### src/design/rmdc_pkg.sv
// Package for the radio mailbox duty cycler: payload structs, event opcodes,
// register indexes, phase and start-origin codes, and the wrapping time compare.
// No dependencies.
package rmdc_pkg;

  localparam int unsigned MAX_WRITE_BYTES = 512;
  localparam logic [15:0] MS_PER_MINUTE = 16'd60000;
  localparam int unsigned INTERVAL_MS_W = 24;

  // Configuration register indexes.
  localparam int unsigned CFG_IDX_W = 3;
  localparam logic [CFG_IDX_W-1:0] CFG_MAILBOX_MODE = 3'd0;
  localparam logic [CFG_IDX_W-1:0] CFG_INTERVAL_MIN = 3'd1;
  localparam logic [CFG_IDX_W-1:0] CFG_WINDOW_MS = 3'd2;
  localparam logic [CFG_IDX_W-1:0] CFG_LINK_TIMEOUT = 3'd3;
  localparam logic [CFG_IDX_W-1:0] CFG_GRACE_MS = 3'd4;
  localparam int unsigned CFG_DATA_W = 16;

  // Reset values of the configuration registers.
  localparam logic [15:0] WINDOW_MS_RST = 16'd5000;
  localparam logic [15:0] LINK_TIMEOUT_RST = 16'd5000;
  localparam logic [15:0] GRACE_MS_RST = 16'd1000;

  // Event opcodes.
  localparam logic [3:0] OP_START = 4'd0;
  localparam logic [3:0] OP_STOP = 4'd1;
  localparam logic [3:0] OP_TICK = 4'd2;
  localparam logic [3:0] OP_CONNECT = 4'd3;
  localparam logic [3:0] OP_DISCONNECT = 4'd4;
  localparam logic [3:0] OP_PAYLOAD = 4'd5;
  localparam logic [3:0] OP_SUSPEND = 4'd6;
  localparam logic [3:0] OP_RESUME = 4'd7;
  localparam logic [3:0] OP_RADIO_DONE = 4'd8;
  localparam logic [3:0] OP_ADV_DONE = 4'd9;
  localparam logic [3:0] OP_DISC_DONE = 4'd10;
  localparam logic [3:0] OP_QUERY = 4'd11;

  // Phase codes.
  localparam logic [1:0] PH_NORMAL = 2'd0;
  localparam logic [1:0] PH_WINDOW = 2'd1;
  localparam logic [1:0] PH_WAITING = 2'd2;

  // Origin of a pending radio start.
  localparam logic [1:0] ORG_NONE = 2'd0;
  localparam logic [1:0] ORG_START = 2'd1;
  localparam logic [1:0] ORG_RESUME = 2'd2;

  typedef struct packed {
    logic [3:0]  opcode;
    logic [31:0] now_ms;
    logic [15:0] link_id;
    logic [9:0]  write_length;
    logic        op_ok;
  } in_t;

  typedef struct packed {
    logic        accepted;
    logic        start_radio;
    logic        shut_radio;
    logic        start_adv;
    logic        stop_adv;
    logic        drop_link;
    logic [15:0] drop_link_id;
    logic        is_linked;
    logic        is_waiting;
    logic [31:0] sleep_left_ms;
    logic        is_running;
    logic        radio_on;
  } out_t;

  // A time stamp counts as reached once now minus target is non-negative
  // as a signed 32-bit value.
  function automatic logic reached(input logic [31:0] now, input logic [31:0] target);
    logic [31:0] diff;
    diff = now - target;
    return ~diff[31];
  endfunction

endpackage

### src/design/radio_mailbox_duty_cycler_top.sv
// Top level of the radio mailbox duty cycler: input register, event decode and
// state update, result register. Depends on rmdc_pkg.
//
// Usage: events enter on the in channel (in_valid/in_ready, payload in_data)
// and each event yields exactly one result on the out channel
// (out_valid/out_ready, payload out_data), in order. A transfer happens on a
// rising edge with valid and ready both high.
// An accepted event is held in the input register, then its result is loaded
// into the result register once that register is empty or being read, and
// out_valid rises with it. Throughput is one event per cycle while the receiver
// takes every result; the event decode, wrapping time compares and state update
// all sit in one combinational pass between the input and result registers.
// If the receiver stalls, the result register holds its value and the input
// register holds at most one more event; in_ready falls once both are full.
// Configuration registers are written through cfg_we/cfg_index/cfg_data, one
// write per cycle; the user writes only while no event is in flight, which the
// block does not enforce. The interval is converted from minutes to ms on write.
// Synchronous reset (rst) empties both registers, stops the controller and
// returns the configuration to its defaults.
module radio_mailbox_duty_cycler_top #(
  parameter int unsigned MAX_WRITE_BYTES = rmdc_pkg::MAX_WRITE_BYTES
) (
  input  logic                         clk,
  input  logic                         rst,
  input  logic                         in_valid,
  output logic                         in_ready,
  input  rmdc_pkg::in_t                in_data,
  output logic                         out_valid,
  input  logic                         out_ready,
  output rmdc_pkg::out_t               out_data,
  input  logic                         cfg_we,
  input  logic [rmdc_pkg::CFG_IDX_W-1:0]  cfg_index,
  input  logic [rmdc_pkg::CFG_DATA_W-1:0] cfg_data
);

  localparam int unsigned IW = rmdc_pkg::INTERVAL_MS_W;

  // Configuration.
  logic          mailbox_mode;
  logic [IW-1:0] interval_ms;
  logic [15:0]   window_ms;
  logic [15:0]   link_timeout_ms;
  logic [15:0]   grace_ms;

  // Pipeline registers.
  logic           in_vld;
  rmdc_pkg::in_t  in_q;
  logic           proc;

  // Controller state.
  logic          run_flag, run_flag_next;
  logic          radio_flag, radio_flag_next;
  logic          link_flag, link_flag_next;
  logic          drop_pending, drop_pending_next;
  logic          adv_pending, adv_pending_next;
  logic          drop_valid, drop_valid_next;
  logic          mode_q, mode_q_next;
  logic [1:0]    phase, phase_next;
  logic [1:0]    start_origin, start_origin_next;
  logic [15:0]   held_link_id, held_link_id_next;
  logic [IW-1:0] interval_q, interval_q_next;
  logic [31:0]   window_start, window_start_next;
  logic [31:0]   next_window, next_window_next;
  logic [31:0]   link_start, link_start_next;
  logic [31:0]   drop_after, drop_after_next;

  rmdc_pkg::out_t res;
  logic [31:0]    now;
  logic [31:0]    sleep_diff;
  logic           waiting;
  logic           len_ok;

  always_ff @(posedge clk) begin
    if (rst) begin
      mailbox_mode    <= 1'b0;
      interval_ms     <= '0;
      window_ms       <= rmdc_pkg::WINDOW_MS_RST;
      link_timeout_ms <= rmdc_pkg::LINK_TIMEOUT_RST;
      grace_ms        <= rmdc_pkg::GRACE_MS_RST;
    end else if (cfg_we) begin
      unique case (cfg_index)
        rmdc_pkg::CFG_MAILBOX_MODE: mailbox_mode <= cfg_data[0];
        rmdc_pkg::CFG_INTERVAL_MIN: begin
          interval_ms <= IW'(cfg_data[7:0]) * IW'(rmdc_pkg::MS_PER_MINUTE);
        end
        rmdc_pkg::CFG_WINDOW_MS:    window_ms <= cfg_data;
        rmdc_pkg::CFG_LINK_TIMEOUT: link_timeout_ms <= cfg_data;
        rmdc_pkg::CFG_GRACE_MS:     grace_ms <= cfg_data;
        default: ;
      endcase
    end
  end

  assign proc     = in_vld && (!out_valid || out_ready);
  assign in_ready = !in_vld || proc;

  always_ff @(posedge clk) begin
    if (rst) begin
      in_vld <= 1'b0;
    end else if (in_ready) begin
      in_vld <= in_valid;
    end
  end

  always_ff @(posedge clk) begin
    if (in_ready && in_valid) begin
      in_q <= in_data;
    end
  end

  assign now          = in_q.now_ms;
  assign len_ok       = (in_q.write_length != 10'd0) &&
                        (32'(in_q.write_length) <= 32'(MAX_WRITE_BYTES));

  always_comb begin
    run_flag_next     = run_flag;
    radio_flag_next   = radio_flag;
    link_flag_next    = link_flag;
    drop_pending_next = drop_pending;
    adv_pending_next  = adv_pending;
    drop_valid_next   = drop_valid;
    mode_q_next       = mode_q;
    phase_next        = phase;
    start_origin_next = start_origin;
    held_link_id_next = held_link_id;
    interval_q_next   = interval_q;
    window_start_next = window_start;
    next_window_next  = next_window;
    link_start_next   = link_start;
    drop_after_next   = drop_after;
    res               = '0;

    unique case (in_q.opcode)
      rmdc_pkg::OP_START: begin
        res.accepted = 1'b1;
        if (!run_flag) begin
          run_flag_next     = 1'b1;
          radio_flag_next   = 1'b0;
          mode_q_next       = mailbox_mode;
          interval_q_next   = interval_ms;
          link_flag_next    = 1'b0;
          held_link_id_next = '0;
          drop_valid_next   = 1'b0;
          drop_after_next   = '0;
          drop_pending_next = 1'b0;
          phase_next        = mailbox_mode ? rmdc_pkg::PH_WINDOW : rmdc_pkg::PH_NORMAL;
          window_start_next = now;
          next_window_next  = '0;
          link_start_next   = '0;
          adv_pending_next  = 1'b0;
          start_origin_next = rmdc_pkg::ORG_START;
          res.start_radio   = 1'b1;
        end
      end
      rmdc_pkg::OP_STOP: begin
        if (run_flag) begin
          // A start still in flight counts as a running radio.
          res.shut_radio    = radio_flag || (start_origin != rmdc_pkg::ORG_NONE);
          run_flag_next     = 1'b0;
          radio_flag_next   = 1'b0;
          mode_q_next       = 1'b0;
          interval_q_next   = '0;
          link_flag_next    = 1'b0;
          held_link_id_next = '0;
          drop_valid_next   = 1'b0;
          drop_after_next   = '0;
          drop_pending_next = 1'b0;
          phase_next        = rmdc_pkg::PH_NORMAL;
          adv_pending_next  = 1'b0;
          start_origin_next = rmdc_pkg::ORG_NONE;
        end
      end
      rmdc_pkg::OP_TICK: begin
        if (run_flag && radio_flag) begin
          if (!mode_q) begin
            if (!link_flag && adv_pending) begin
              adv_pending_next = 1'b0;
              res.start_adv    = 1'b1;
            end
          end else if (phase == rmdc_pkg::PH_WINDOW) begin
            if (link_flag) begin
              if (((drop_valid && rmdc_pkg::reached(now, drop_after)) ||
                   rmdc_pkg::reached(now, link_start + 32'(link_timeout_ms))) &&
                  !drop_pending) begin
                drop_pending_next = 1'b1;
                res.drop_link     = 1'b1;
                res.drop_link_id  = held_link_id;
              end
            end else if (rmdc_pkg::reached(now, window_start + 32'(window_ms))) begin
              phase_next       = rmdc_pkg::PH_WAITING;
              next_window_next = now + 32'(interval_q);
              res.stop_adv     = 1'b1;
            end
          end
        end
      end
      rmdc_pkg::OP_CONNECT, rmdc_pkg::OP_DISCONNECT: begin
        if (run_flag && radio_flag) begin
          link_flag_next    = 1'b0;
          held_link_id_next = '0;
          drop_valid_next   = 1'b0;
          drop_after_next   = '0;
          drop_pending_next = 1'b0;
          if (in_q.opcode == rmdc_pkg::OP_CONNECT) begin
            link_flag_next    = 1'b1;
            held_link_id_next = in_q.link_id;
            link_start_next   = now;
            if (mode_q) begin
              phase_next        = rmdc_pkg::PH_WINDOW;
              window_start_next = now;
            end
          end else if (mode_q) begin
            phase_next       = rmdc_pkg::PH_WAITING;
            next_window_next = now + 32'(interval_q);
          end else begin
            adv_pending_next = 1'b1;
          end
        end
      end
      rmdc_pkg::OP_PAYLOAD: begin
        if (len_ok && mode_q && link_flag) begin
          drop_after_next   = now + 32'(grace_ms);
          drop_valid_next   = 1'b1;
          drop_pending_next = 1'b0;
        end
      end
      rmdc_pkg::OP_SUSPEND: begin
        if (run_flag && radio_flag && mode_q && !link_flag &&
            phase == rmdc_pkg::PH_WAITING) begin
          radio_flag_next  = 1'b0;
          adv_pending_next = 1'b0;
          res.shut_radio   = 1'b1;
          res.accepted     = 1'b1;
        end
      end
      rmdc_pkg::OP_RESUME: begin
        if (run_flag && !radio_flag && mode_q && phase == rmdc_pkg::PH_WAITING &&
            start_origin == rmdc_pkg::ORG_NONE && rmdc_pkg::reached(now, next_window)) begin
          phase_next        = rmdc_pkg::PH_WINDOW;
          window_start_next = now;
          start_origin_next = rmdc_pkg::ORG_RESUME;
          res.start_radio   = 1'b1;
          res.accepted      = 1'b1;
        end
      end
      rmdc_pkg::OP_RADIO_DONE: begin
        if (start_origin != rmdc_pkg::ORG_NONE) begin
          if (in_q.op_ok) begin
            radio_flag_next   = 1'b1;
            window_start_next = now;
            adv_pending_next  = 1'b0;
            res.accepted      = 1'b1;
          end else if (start_origin == rmdc_pkg::ORG_START) begin
            run_flag_next = 1'b0;
          end else begin
            // A failed reopen goes back to waiting for one more interval.
            phase_next       = rmdc_pkg::PH_WAITING;
            next_window_next = window_start + 32'(interval_q);
          end
          start_origin_next = rmdc_pkg::ORG_NONE;
        end
      end
      rmdc_pkg::OP_ADV_DONE: begin
        if (!in_q.op_ok && run_flag && radio_flag && !mode_q) begin
          adv_pending_next = 1'b1;
        end
      end
      rmdc_pkg::OP_DISC_DONE: begin
        if (!in_q.op_ok) begin
          drop_pending_next = 1'b0;
        end
      end
      rmdc_pkg::OP_QUERY: ;
      default: ;
    endcase

    waiting    = run_flag_next && mode_q_next && (phase_next == rmdc_pkg::PH_WAITING);
    sleep_diff = now - next_window_next;
    res.is_linked     = link_flag_next;
    res.is_waiting    = waiting;
    res.sleep_left_ms = (waiting && sleep_diff[31]) ? (32'd0 - sleep_diff) : 32'd0;
    res.is_running    = run_flag_next;
    res.radio_on      = radio_flag_next;
  end

  always_ff @(posedge clk) begin
    if (rst) begin
      run_flag     <= 1'b0;
      radio_flag   <= 1'b0;
      link_flag    <= 1'b0;
      drop_pending <= 1'b0;
      adv_pending  <= 1'b0;
      drop_valid   <= 1'b0;
      mode_q       <= 1'b0;
      phase        <= rmdc_pkg::PH_NORMAL;
      start_origin <= rmdc_pkg::ORG_NONE;
      held_link_id <= '0;
      interval_q   <= '0;
      window_start <= '0;
      next_window  <= '0;
      link_start   <= '0;
      drop_after   <= '0;
    end else if (proc) begin
      run_flag     <= run_flag_next;
      radio_flag   <= radio_flag_next;
      link_flag    <= link_flag_next;
      drop_pending <= drop_pending_next;
      adv_pending  <= adv_pending_next;
      drop_valid   <= drop_valid_next;
      mode_q       <= mode_q_next;
      phase        <= phase_next;
      start_origin <= start_origin_next;
      held_link_id <= held_link_id_next;
      interval_q   <= interval_q_next;
      window_start <= window_start_next;
      next_window  <= next_window_next;
      link_start   <= link_start_next;
      drop_after   <= drop_after_next;
    end
  end

  always_ff @(posedge clk) begin
    if (rst) begin
      out_valid <= 1'b0;
    end else if (proc) begin
      out_valid <= 1'b1;
    end else if (out_ready) begin
      out_valid <= 1'b0;
    end
  end

  always_ff @(posedge clk) begin
    if (proc) begin
      out_data <= res;
    end
  end

endmodule
### config.mk
export PLATFORM = sky130hd
export DESIGN_NAME = radio_mailbox_duty_cycler_top
export DESIGN_NICKNAME = d
export VERILOG_FILES = /design/src/design/rmdc_pkg.sv /design/src/design/radio_mailbox_duty_cycler_top.sv
export SDC_FILE = /design/constraint.sdc
export NUM_CORES = 1
export LEC_CHECK = 0
export ABC_AREA = 1
export CAP_MARGIN = 0
export CORE_ASPECT_RATIO = 0.75
export CORE_MARGIN = 3
export CORE_UTILIZATION = 30
export DETAILED_ROUTE_END_ITERATION = 12
export DONT_BUFFER_PORTS = 1
export SYNTH_ARGS = -nofsm -noshare
export SYNTH_HDL_FRONTEND = slang
export SYNTH_SLANG_ARGS = --single-unit
export TNS_END_PERCENT = 1
### constraint.sdc
create_clock -name clk -period 4.55 [get_ports clk]
set_input_delay 0 -clock clk [delete_from_list [all_inputs] [get_ports clk]]
set_output_delay 0 -clock clk [all_outputs]
set_load 0.03 [all_outputs]
# Word level (Yosys, flattened, before mapping)
# Index checks and enable logic that the tools add are counted.
# Widths: inputs -> output; s select.
[word_totals]
ff_bits = 370
latch_bits = 0
ram_bits = 0
romBits = 0
input_bits = 87
wordCells = 279
mem_count = 0
[op_classes]
addsub = 11
mul = 1
div_mod_pow = 0
order_cmp = 1
n_eq_ne = 39
n_shift = 0
mux = 115
n_bitwise = 7
reduce_logical = 66
[ops]
columns = ["operator", "count"]
rows = [
  ["$mux 32", 25],
  ["$pmux 32 s4", 3],
  ["$sub 32x32->32", 5],
  ["$add 32x16->32", 3],
  ["$add 32x24->32", 2],
  ["$mux 16", 4],
  ["$pmux 32 s2", 1],
  ["$mux 24", 2],
  ["$pmux 16 s3", 1],
  ["$pmux 24 s2", 1],
  ["$mux 1", 45],
  ["$ne 2x2->1 const B", 21],
  ["$mux 2", 20],
  ["$sub 1x32->32 const A", 1],
  ["$logic_and 1x1->1", 23],
  ["$mul 8x11->19 const B", 1],
  ["$reduce_and 6->1", 3],
  ["$mux 17", 1],
  ["$eq 4x3->1 const B", 4],
  ["$reduce_and 5->1", 3],
  ["$reduce_and 14->1", 1],
  ["$eq 4x4->1 const B", 3],
  ["$pmux 1 s4", 3],
  ["$pmux 2 s6", 1],
  ["32 further kinds", 63],
]

# Longest topological paths before layout
# Gate-level depths: netlist of the first run.
[logic_depth]
depth_word = 11
depth_mapped = 41
mapped_depth_nobuf = 39

# Worst setup path before layout of the first run
# Ideal clock, no wire load.
[synth_timing]
path_kind = "reg-to-reg"
from = "reg in_q, in the netlist now[26]"
to = "reg out_data[25] (netlist bit), data pin"
setup_time_ns = 0.255
arrival_ns = 4.650
setup_slack_ns = -0.355
path_stages_with_launch = 37
cell_sequence = "edfxtp_1 > clkbuf_1 > inv_1 > ha_1 > inv_1 > ha_1 > nand2_1 > inv_2 > nand3_1 > nor3_1 > nor2b_1 > nand2_1 > nand2_1 > nand2_1 > nand4_2 > nand2_2 > buf_6 > o21ai_0 > ha_1 > inv_1 > fa_1 > nand3_1 > nand2_1 > nand2_1 > nand2_1 > nand2_1 > nand2_1 > nor2_1 > nand3_1 > nor2_1 > nand4_1 > nor2_2 > nand2_1 > o21bai_1 > nand2_1 > inv_1 > nor2_4"
[synth_between]
elab_cells_between_ends = 26
cone_classes = "add/sub: 5; eq/ne: 1; mux: 16; bitwise: 1; reduce/logical: 3"
[synth_rtl]
columns = ["item", "line_no", "text"]
rows = [
  ["start: declaration", "radio_mailbox_duty_cycler_top.sv:47", "rmdc_pkg::in_t in_q;"],
  ["start signal: assignment", "radio_mailbox_duty_cycler_top.sv:107", "in_q <= in_data;"],
  ["$sub 32x32->32 *", "rmdc_pkg.sv:75", "diff = now - target;"],
  ["$mux 32 *", "radio_mailbox_duty_cycler_top.sv:189", "end else if (rmdc_pkg::reached(now, window_start + 32'(window_ms))) begin"],
  ["$mux 32 *", "radio_mailbox_duty_cycler_top.sv:181", "if (link_flag) begin"],
  ["$mux 32 *", "radio_mailbox_duty_cycler_top.sv:180", "end else if (phase == rmdc_pkg::PH_WINDOW) begin"],
  ["$mux 32 *", "radio_mailbox_duty_cycler_top.sv:175", "if (!mode_q) begin"],
  ["$mux 32 *", "radio_mailbox_duty_cycler_top.sv:174", "if (run_flag && radio_flag) begin"],
  ["$pmux 32 s4 *", "radio_mailbox_duty_cycler_top.sv:133", "unique case (in_q.opcode)"],
  ["named net next_window_next[0]", "radio_mailbox_duty_cycler_top.sv:63", "logic [31:0] next_window, next_window_next;"],
  ["$sub 32x32->32 *", "radio_mailbox_duty_cycler_top.sv:278", "sleep_diff = now - next_window_next;"],
  ["$sub 1x32->32 / $logic_and 1x1->1 (equally long branches)", "radio_mailbox_duty_cycler_top.sv:281", "res.sleep_left_ms = (waiting && sleep_diff[31]) ? (32'd0 - sleep_diff) : 32'd0;"],
  ["end signal: assignment", "radio_mailbox_duty_cycler_top.sv:334", "out_data <= res;"],
  ["end: declaration", "radio_mailbox_duty_cycler_top.sv:30", "output rmdc_pkg::out_t out_data,"],
]
# Mark *: on every way through the listed nets, which the timed path passes. The rest lies on a longest branch.
# A chain may end at the register's enable or synchronous reset.

# Worst setup path after layout of the first run
[layout_timing]
from = "reg in_q, in the netlist now[12]"
to = "reg out_data[29] (netlist bit), data pin"
[layout_between]
elab_chain_len = 10
elab_cells_between_ends = 26
cone_classes = "add/sub: 5; eq/ne: 1; mux: 16; bitwise: 1; reduce/logical: 3"
[layout_rtl]
columns = ["item"]
rows = [
  ["branches (longest 10 deep; another with $sub 32x32->32)"],
]
# Parallel ways; which one is timed is not known.

==> results_tabular.tex, run 1 <==
\begin{tabular}{lr}
\hline
Metric & Value \\
\hline
\multicolumn{2}{l}{\textbf{Synthesis}} \\
\quad Seq cells post-synth & roughly 370 \\
\quad Most frequent cell after synthesis & sky130\_fd\_sc\_hd\_\_nand2\_1 \\
\quad Number of enable flip-flop cells after synthesis & 121 \\
\quad Largest cells by area after synthesis & sky130\_fd\_sc\_hd\_\_dfxtp\_1 (18\%), sky130\_fd\_sc\_hd\_\_edfxtp\_1 (14\%), sky130\_fd\_sc\_hd\_\_ha\_1 (13\%) \\
\quad Synthesized cell area & 26,910 um\^{}2 \\
\quad Portion of synthesized cell area occupied by the leading cell type & 0.1815 \\
\quad Post-synth cell types & 64 \\
\quad Ys flop type & sky130\_fd\_sc\_hd\_\_dfxtp\_1 \\
\quad Per-instance average area after synthesis & approximately 7.5 um\^{}2 \\
\quad Number of warning messages in the yosys log & 0 \\
\quad Post-synthesis cell count & between 3,000 and 4,000 \\
\quad Library cell occupying the most area in the post-synthesis netlist & sky130\_fd\_sc\_hd\_\_dfxtp\_1 \\
\quad Commonest cells post-synth & sky130\_fd\_sc\_hd\_\_nand2\_1 (665), sky130\_fd\_sc\_hd\_\_inv\_1 (564), sky130\_fd\_sc\_hd\_\_a21oi\_1 (399) \\
\quad Fraction of the yosys area taken by sequential cells & 0.3165 \\
\quad Asr flop ratio synth & 0 \\
\quad Nets in the synthesized netlist & 4,019 \\
\multicolumn{2}{l}{\textbf{Status}} \\
\quad Violations in the final reports & setup timing \\
\quad Outcome & finished with violations \\
\multicolumn{2}{l}{\textbf{Global route}} \\
\quad Vias in the first global route & 24,410 \\
\quad Largest net degree at the start of global routing & $\sim$140 \\
\quad Overall fraction of global-route tracks in use & 0.1935 \\
\quad First-pass GRT wire length & about 140 mm \\
\quad Initial antenna violation count & 2 \\
\quad Total global routing overflow & 0 \\
\multicolumn{2}{l}{\textbf{Power and ir drop}} \\
\quad Internal Dissipation & $\sim$6.9 mW \\
\quad Switching power summed over all nets & between 3 and 4 mW \\
\quad Power Total & between 10 and 15 mW \\
\quad Peak supply drop & 0.2760 mV \\
\quad Total power density per cell area & 298.8 nW/um\^{}2 \\
\quad Switch share & 0.3389 \\
\quad Combinational Power Share & 0.307 \\
\quad Fraction of power consumed by the clock network & 0.345 \\
\quad Sequential Power Share & 0.348 \\
\quad Leakage dissipation & about 16 nW \\
\multicolumn{2}{l}{\textbf{Timing}} \\
\quad Crit path time final & 5181 ps \\
\quad Final-report max-slew violation count & 0 \\
\quad Tightest slew margin relative to the limit & 0.2757 \\
\quad Hold violation count in the final report & 0 \\
\quad Pin slew with the least headroom to its limit & between 1000 and 1500 ps \\
\quad Final critical-path share of the clock period & 1.139 \\
\quad RSZ-0062 raised after global routing & true \\
\quad Min setup slack post-route & -631.1 ps \\
\quad Highest Clock Rate & a little under 200 MHz \\
\quad Count of endpoints failing setup in the final report & 32 \\
\quad Worst hold slack & 31.67 ps \\
\quad Setup Skew & approximately 32 ps \\
\multicolumn{2}{l}{\textbf{Cells and area}} \\
\quad \# fillers & 9,017 \\
\quad Diode insertion count for antenna repair & 0 \\
\quad Layout overhead on the synthesized area & 29.55\% \\
\quad Share of layout cells above drive strength 1 & 0.2023 \\
\quad Count of placed standard cells in the final layout, fillers left out & about 5,300 \\
\quad Nets & between 4,000 and 5,000 \\
\multicolumn{2}{l}{\textbf{Clock network}} \\
\quad Clk Latency, worst-skew pair & 610 ps \\
\quad Number of clock buffers inserted by TritonCTS & 41 \\
\quad H-tree levels & 2 \\
\quad Clock-pin slew on the worst setup and hold paths & 70 ps \\
\quad Clock root buffer master & sky130\_fd\_sc\_hd\_\_clkbuf\_16 \\
\quad Clock tree from TritonCTS & yes \\
\quad Clock Sink Count & 365 \\
\quad Maximum clock insertion buffer count & 3 \\
\multicolumn{2}{l}{\textbf{Die}} \\
\quad Die Span X & $\sim$350 um \\
\quad Die H & 265.4 um \\
\quad Number of placement rows & 94 \\
\quad Area of the core region & a little under 90,000 um\^{}2 \\
\quad I/O pins & between 100 and 150 \\
\quad DIE AREA & 93,380 um\^{}2 \\
\quad Initial Util & 0.3047 \\
\multicolumn{2}{l}{\textbf{Critical path}} \\
\quad Critical-path maximum fanout & 7 \\
\quad Path depth of the worst reg2reg path & 31 \\
\quad Worst reg2reg path endpoint & out\_data[29]\$\_SDFFCE\_PN0P\_ \\
\quad Worst Setup Path Type & reg -> reg \\
\quad Minimum setup slack among reg-to-reg paths & -630 ps \\
\quad Slowest cell delay on critical path & $\sim$460 ps \\
\quad Most frequent CP cell & sky130\_fd\_sc\_hd\_\_nand2\_4 \\
\quad Endpoint required time on the critical path & 4900 ps \\
\quad Critical Path End Type & flop \\
\quad Highest-delay cell along the critical path & sky130\_fd\_sc\_hd\_\_edfxtp\_1 \\
\quad Launch instance of the worst register-to-register path & now[12]\$\_DFFE\_PP\_ \\
\quad Startpoint type of the worst setup path & flop \\
\quad CP arrival & 5530 ps \\
\multicolumn{2}{l}{\textbf{Detailed routing}} \\
\quad Routed WL per cell & 17.33 um \\
\quad Number of vias per cell & between 4 and 5 \\
\quad DR DRC count & 0 \\
\quad Total Routed Length & between 90 and 100 mm \\
\quad Total number of vias & roughly 26,000 \\
\quad Detailed Route Iter0 Violations & between 2,000 and 2,500 \\
\quad Detailed Routing Iterations Pass 1 & 6 \\
\quad Count of antenna-violating nets left after detailed routing & 0 \\
\multicolumn{2}{l}{\textbf{Job}} \\
\quad Number of maximum-capacitance constraint violations & 0 \\
\multicolumn{2}{l}{\textbf{Placement}} \\
\quad Cells after DPL & between 5,000 and 6,000 \\
\quad Placer congestion estimate & 0.9343 \\
\quad Number of input and output port buffers inserted & 0 \\
\quad Final HPWL DP & between 70 and 80 mm \\
\quad Post-placement worst setup slack & -1050 ps \\
\multicolumn{2}{l}{\textbf{Hold path}} \\
\quad Class of the tightest hold or removal check & in -> reg \\
\quad Hold Path Stages & 1 \\
\quad HP Start & in\_data[55] \\
\quad Worst hold path endpoint & now[28]\$\_DFFE\_PP\_ \\
\hline
\end{tabular}
layer usage:
metal / vias up / part of all wire / global-route usage
li1: 12920 / - / -
met2: 917 / 0.41 / 0.2784
met3: 106 / 0.10 / 0.04486
met4: 0 / 0.018 / 0.03875
met1: 12080 / 0.48 / 0.2923
met5: - / 0 / 0
what timing repair did:
action / in CTS / in global routing
buffers inserted: 13 / 11
hold buffers: 97 / 0
hold endpoints to repair: 269 / 0
pin swaps: 57 / 69
resized for setup: 137 / 83
setup endpoints to repair: 32 / 32
cell type report:
| class | count | area, um^2 | area share |
|---|---|---|---|
| timing repair buffer | 549 | 4476 | 0.1284 |
| inverter | 597 | 2257 | 0.06473 |
| multi-input combinational | 2535 | 16680 | 0.4785 |
| clock inverter | 19 | 219.0 | 0.006280 |
| tap | 1200 | 1501 | 0.04306 |
| sequential | 365 | 8521 | 0.2444 |
| clock buffer | 57 | 1210 | 0.03470 |
critical path, delay by kind of cell (launching register included):
kind                     cells  cell delay [ps]
AO/OA/AOI/OAI                2              260
adder cells (fa/ha/maj)      3             1100
buffers and inverters        4              420
flip-flops                   1              460
AND/OR/NAND/NOR             22             2690
cell families after synthesis:
group / count (synthesis) / share of synthesized area
and+or+nand+nor: 1337 / 0.2241
AOI/OAI and AO/OA: 776 / 0.1603
buffers and inverters: 688 / 0.09846
DFF: 365 / 0.3165
adders and majority gates: 344 / 0.1750
xor gates and xnor gates: 78 / 0.02566
registers in the layout, indices dropped and copies added, names as in the netlist, 16 cells and up:
signal and flops:
interval_ms 19, out_data 58, link_start 32, in_q 31, drop_after 32, link_timeout_ms 16, window_start 32, interval_q 19
window_ms 16, held_link_id 16, grace_ms 16, next_window 32, now 32
power groups by stage:
stage	Combinational (mW)	Sequential, mW	Clock [mW]
6_report	3.20	3.62	3.60
3_5_place_dp	2.81	3.69	0
3_3_place_gp	2.78	3.69	0
4_1_cts	3.07	3.62	3.68
5_1_grt	3.57	3.63	3.80
2_1_floorplan	1.75	3.69	0
placed cells by master, fill, tap and decap left out, types with 13 or more instances in the layout:
cell                              n
sky130_fd_sc_hd__xor2_1          55
sky130_fd_sc_hd__buf_4          441
sky130_fd_sc_hd__nand2_1        625
sky130_fd_sc_hd__nor2_2          32
sky130_fd_sc_hd__dfxtp_1        242
sky130_fd_sc_hd__edfxtp_1       121
sky130_fd_sc_hd__o211ai_1        26
sky130_fd_sc_hd__o21ai_1         21
sky130_fd_sc_hd__nand4_1         54
sky130_fd_sc_hd__inv_2           43
sky130_fd_sc_hd__nor2_1         241
sky130_fd_sc_hd__inv_1          546
sky130_fd_sc_hd__nor3_1          36
sky130_fd_sc_hd__nand2_2         41
sky130_fd_sc_hd__clkbuf_16       44
sky130_fd_sc_hd__a211oi_1        28
sky130_fd_sc_hd__ha_1           270
sky130_fd_sc_hd__o21bai_1        13
sky130_fd_sc_hd__fa_1            51
sky130_fd_sc_hd__o21ai_0        202
sky130_fd_sc_hd__nand3_1        176
sky130_fd_sc_hd__nor2_4          46
sky130_fd_sc_hd__ha_4            17
sky130_fd_sc_hd__dlygate4sd3_1   96
sky130_fd_sc_hd__a21oi_2         20
sky130_fd_sc_hd__a21oi_1        378
worst max-delay path by stage:
stage | depth (start not counted) | end | startpoint | slack, ps
floorplan | 33 | out_data[25]$_SDFFCE_PN0P_ | now[13]$_DFFE_PP_ | -150
global placement | 36 | out_data[32]$_SDFFCE_PN0P_ | now[3]$_DFFE_PP_ | -1160
detailed placement | 35 | out_data[30]$_SDFFCE_PN0P_ | now[5]$_DFFE_PP_ | -1050
CTS | 31 | out_data[22]$_SDFFCE_PN0P_ | now[10]$_DFFE_PP_ | -580
global route | 35 | out_data[25]$_SDFFCE_PN0P_ | now[26]$_DFFE_PP_ | -920
finish | 31 | out_data[29]$_SDFFCE_PN0P_ | now[12]$_DFFE_PP_ | -630
through the flow:
step	setup TNS [ps]	util	instance area, um^2
floorplan	-1560	-	26970
detailed placement	-25070	0.3550	31360
finish	-15460	0.3948	34870
global route	-24470	0.3948	34870
global placement	-24130	0.3550	31360
CTS	-15690	0.3899	34440
No activity file was read; power rests on OpenSTA's default activity.
==> inputs of run 2 (changes only) <==
--- a/config.mk
+++ b/config.mk
@@ -12,6 +12,7 @@
 export CORE_UTILIZATION = 30
 export DETAILED_ROUTE_END_ITERATION = 12
 export DONT_BUFFER_PORTS = 1
+export SKIP_CTS_REPAIR_TIMING = 1
 export SYNTH_ARGS = -nofsm -noshare
 export SYNTH_HDL_FRONTEND = slang
 export SYNTH_SLANG_ARGS = --single-unit
==> results_tabular.tex, run 2 (synthesis gave the netlist of run 1 again) <==
\begin{tabular}{lr}
\hline
Metric & Value \\
\hline
\multicolumn{2}{l}{\textbf{Status}} \\
\quad Outcome & finished with violations (unchanged) \\
\quad Violations in the final reports & hold timing, setup timing (was setup timing) \\
\multicolumn{2}{l}{\textbf{Global route}} \\
\quad Overall fraction of global-route tracks in use & 0.1898 (was 0.1935) \\
\quad First-pass GRT wire length & 137.6 mm (was 140.9 mm) \\
\quad Total global routing overflow & 0 (unchanged) \\
\quad Largest net degree at the start of global routing & 144 (unchanged) \\
\quad Vias in the first global route & 23,650 (was 24,410) \\
\quad Initial antenna violation count & 2 (unchanged) \\
\multicolumn{2}{l}{\textbf{Die}} \\
\quad I/O pins & 147 (unchanged) \\
\quad Die Span X & 351.9 um (unchanged) \\
\quad DIE AREA & 93,380 um\^{}2 (unchanged) \\
\quad Die H & 265.4 um (unchanged) \\
\quad Initial Util & 0.3047 (unchanged) \\
\quad Number of placement rows & 94 (unchanged) \\
\quad Area of the core region & 88,330 um\^{}2 (unchanged) \\
\multicolumn{2}{l}{\textbf{Detailed routing}} \\
\quad Met1 Routed Length & 44.82 mm (was 43.97 mm) \\
\quad Total length of routed met3 wires & 8.859 mm (was 9.191 mm) \\
\quad Routed WL per cell & 17.45 um (was 17.33 um) \\
\quad Total number of vias & 26,010 (was 26,020) \\
\quad Number of vias per cell & 4.889 (about the same) \\
\quad Detailed Route Iter0 Violations & 2,576 (was 2,482) \\
\quad Met2 WL post-DR & 37.48 mm (was 37.40 mm) \\
\quad Count of antenna-violating nets left after detailed routing & 0 (unchanged) \\
\quad Total Routed Length & 92.83 mm (was 92.22 mm) \\
\quad DR DRC count & 0 (unchanged) \\
\quad Detailed Routing Iterations Pass 1 & 5 (was 6) \\
\quad Highest routed layer & met4 (unchanged) \\
\multicolumn{2}{l}{\textbf{Power and ir drop}} \\
\quad Total power density per cell area & 299.4 nW/um\^{}2 (was 298.8 nW/um\^{}2) \\
\quad Leakage dissipation & 15.63 nW (was 15.60 nW) \\
\quad Peak supply drop & 0.2877 mV (was 0.2760 mV) \\
\quad Power Total & 10.46 mW (was 10.42 mW) \\
\multicolumn{2}{l}{\textbf{Job}} \\
\quad Number of maximum-capacitance constraint violations & 0 (unchanged) \\
\multicolumn{2}{l}{\textbf{Placement}} \\
\quad Number of input and output port buffers inserted & 0 (unchanged) \\
\quad Final HPWL DP & 71.21 mm (unchanged) \\
\quad Cells after DPL & 5,125 (unchanged) \\
\quad Post-placement worst setup slack & -1050 ps (unchanged) \\
\quad Post-Place Cell Area & 31,360 um\^{}2 (unchanged) \\
\quad Placer congestion estimate & 0.9343 (unchanged) \\
\multicolumn{2}{l}{\textbf{Cells and area}} \\
\quad Diode insertion count for antenna repair & 0 (unchanged) \\
\quad Most frequent cells in the layout & sky130\_fd\_sc\_hd\_\_nand2\_1 (612), sky130\_fd\_sc\_hd\_\_inv\_1 (551), sky130\_fd\_sc\_hd\_\_buf\_4 (442) (was sky130\_fd\_sc\_hd\_\_nand2\_1 (625), sky130\_fd\_sc\_hd\_\_inv\_1 (546), sky130\_fd\_sc\_hd\_\_buf\_4 (441)) \\
\quad Nets & 4,517 (was 4,520) \\
\quad Final std cell area, no fill & 34,930 um\^{}2 (was 34,870 um\^{}2) \\
\quad Leading cell type in the layout, fill and taps excluded & sky130\_fd\_sc\_hd\_\_nand2\_1 (unchanged) \\
\quad Count of placed standard cells in the final layout, fillers left out & 5,319 (was 5,322) \\
\quad Flip-flop count of the largest register, all copies and words added & 58 (unchanged) \\
\quad Core occupancy in the finished layout & 0.3954 (was 0.3948) \\
\quad Largest reg by FF count & out\_data (unchanged) \\
\quad Layout overhead on the synthesized area & 29.77\% (was 29.55\%) \\
\quad Share of layout cells above drive strength 1 & 0.2071 (was 0.2023) \\
\multicolumn{2}{l}{\textbf{Hold path}} \\
\quad Class of the tightest hold or removal check & in -> reg (unchanged) \\
\multicolumn{2}{l}{\textbf{Clock network}} \\
\quad H-tree levels & 2 (unchanged) \\
\quad Clk Latency, worst-skew pair & 610 ps (about the same) \\
\quad Clock root buffer master & sky130\_fd\_sc\_hd\_\_clkbuf\_16 (unchanged) \\
\quad Maximum clock insertion buffer count & 3 (unchanged) \\
\quad Clock tree from TritonCTS & yes (unchanged) \\
\quad Number of clock buffers inserted by TritonCTS & 41 (unchanged) \\
\quad Clock Sink Count & 365 (unchanged) \\
\quad Clock-pin slew on the worst setup and hold paths & 60 ps (was 70 ps) \\
\multicolumn{2}{l}{\textbf{Timing}} \\
\quad Hold violation count in the final report & 18 (was 0) \\
\quad Tightest slew margin relative to the limit & 0.2676 (was 0.2757) \\
\quad Final-report max-slew violation count & 0 (unchanged) \\
\quad Count of endpoints failing setup in the final report & 32 (unchanged) \\
\quad Min setup slack post-route & -721.6 ps (was -631.1 ps) \\
\quad Worst hold slack & -46.29 ps (was 31.67 ps) \\
\quad RSZ-0062 raised after global routing & true (unchanged) \\
\quad Final TNS setup & -19,070 ps (was -15,460 ps) \\
\quad Setup Skew & 32.26 ps (was 32.46 ps) \\
\quad Highest Clock Rate & 189.7 MHz (was 193.0 MHz) \\
\quad Pin slew with the least headroom to its limit & 1099 ps (was 1086 ps) \\
\quad Final critical-path share of the clock period & 1.159 (was 1.139) \\
\quad Crit path time final & 5272 ps (was 5181 ps) \\
\multicolumn{2}{l}{\textbf{Critical path}} \\
\quad CP arrival & 5620 ps (was 5530 ps) \\
\quad Critical path destination & out\_data[21]\$\_SDFFCE\_PN0P\_ (was out\_data[29]\$\_SDFFCE\_PN0P\_) \\
\quad Startpoint type of the worst setup path & flop (unchanged) \\
\quad Critical-path maximum fanout & 5 (was 7) \\
\quad Critical Path End Type & flop (unchanged) \\
\quad Launch instance of the worst register-to-register path & now[10]\$\_DFFE\_PP\_ (was now[12]\$\_DFFE\_PP\_) \\
\quad Highest-delay cell along the critical path & sky130\_fd\_sc\_hd\_\_fa\_1 (was sky130\_fd\_sc\_hd\_\_edfxtp\_1) \\
\quad Endpoint required time on the critical path & 4900 ps (about the same) \\
\quad Slowest cell delay on critical path & 610 ps (was 460 ps) \\
\quad Path depth of the worst reg2reg path & 32 (was 31) \\
\quad Worst Setup Path Type & reg -> reg (unchanged) \\
\quad Worst reg2reg path endpoint & out\_data[21]\$\_SDFFCE\_PN0P\_ (was out\_data[29]\$\_SDFFCE\_PN0P\_) \\
\quad Critical path origin & now[10]\$\_DFFE\_PP\_ (was now[12]\$\_DFFE\_PP\_) \\
\quad Minimum setup slack among reg-to-reg paths & -720 ps (was -630 ps) \\
\hline
\end{tabular}
[run 2: how the worst min path moves through the flow]
stage	from	end	slack (ps)	cells past startpoint
2_1_floorplan	in_data[0]	in_q[0]$_DFFE_PP_	100	0
3_3_place_gp	rst	held_link_id[9]$_SDFFE_PP0P_	90	1
3_5_place_dp	rst	held_link_id[9]$_SDFFE_PP0P_	100	1
4_1_cts	in_data[30]	now[3]$_DFFE_PP_	-540	0
5_1_grt	in_data[57]	now[30]$_DFFE_PP_	9	1
6_report	rst	held_link_id[10]$_SDFFE_PP0P_	-50	2
[run 2: metal layers]
| layer | track usage | vias to the layer above |
|---|---|---|
| li1 | - | 12920 |
| met4 | 0.03773 | 0 |
| met2 | 0.2683 | 913 |
| met3 | 0.04975 | 99 |
| met1 | 0.2871 | 12080 |
| met5 | 0 | - |
[run 2: worst max-delay path: cells and delay by family, from the launching register on]
| kind | cells | cell delay [ps] |
|---|---|---|
| xor gates and xnor gates | 1 | 100 |
| adders and majority gates | 4 | 1420 |
| and+or+nand+nor | 18 | 2080 |
| AOI/OAI and AO/OA | 4 | 420 |
| buffers and inverters | 5 | 530 |
| DFF | 1 | 480 |
[run 2: power by group]
group	internal, mW	switching [mW]
Sequential	3.50	0.126
Clock	2.05	1.55
Combinational	1.34	1.89
Total	6.89	3.56
[run 2: cell type report]
class,count,area [um^2]
tap,1200,1501
fill,9017,53400
multi-input combinational,2537,16770
clock buffer,57,1210
timing repair buffer,544,4453
inverter,597,2257
sequential,365,8518
clock inverter,19,219.0
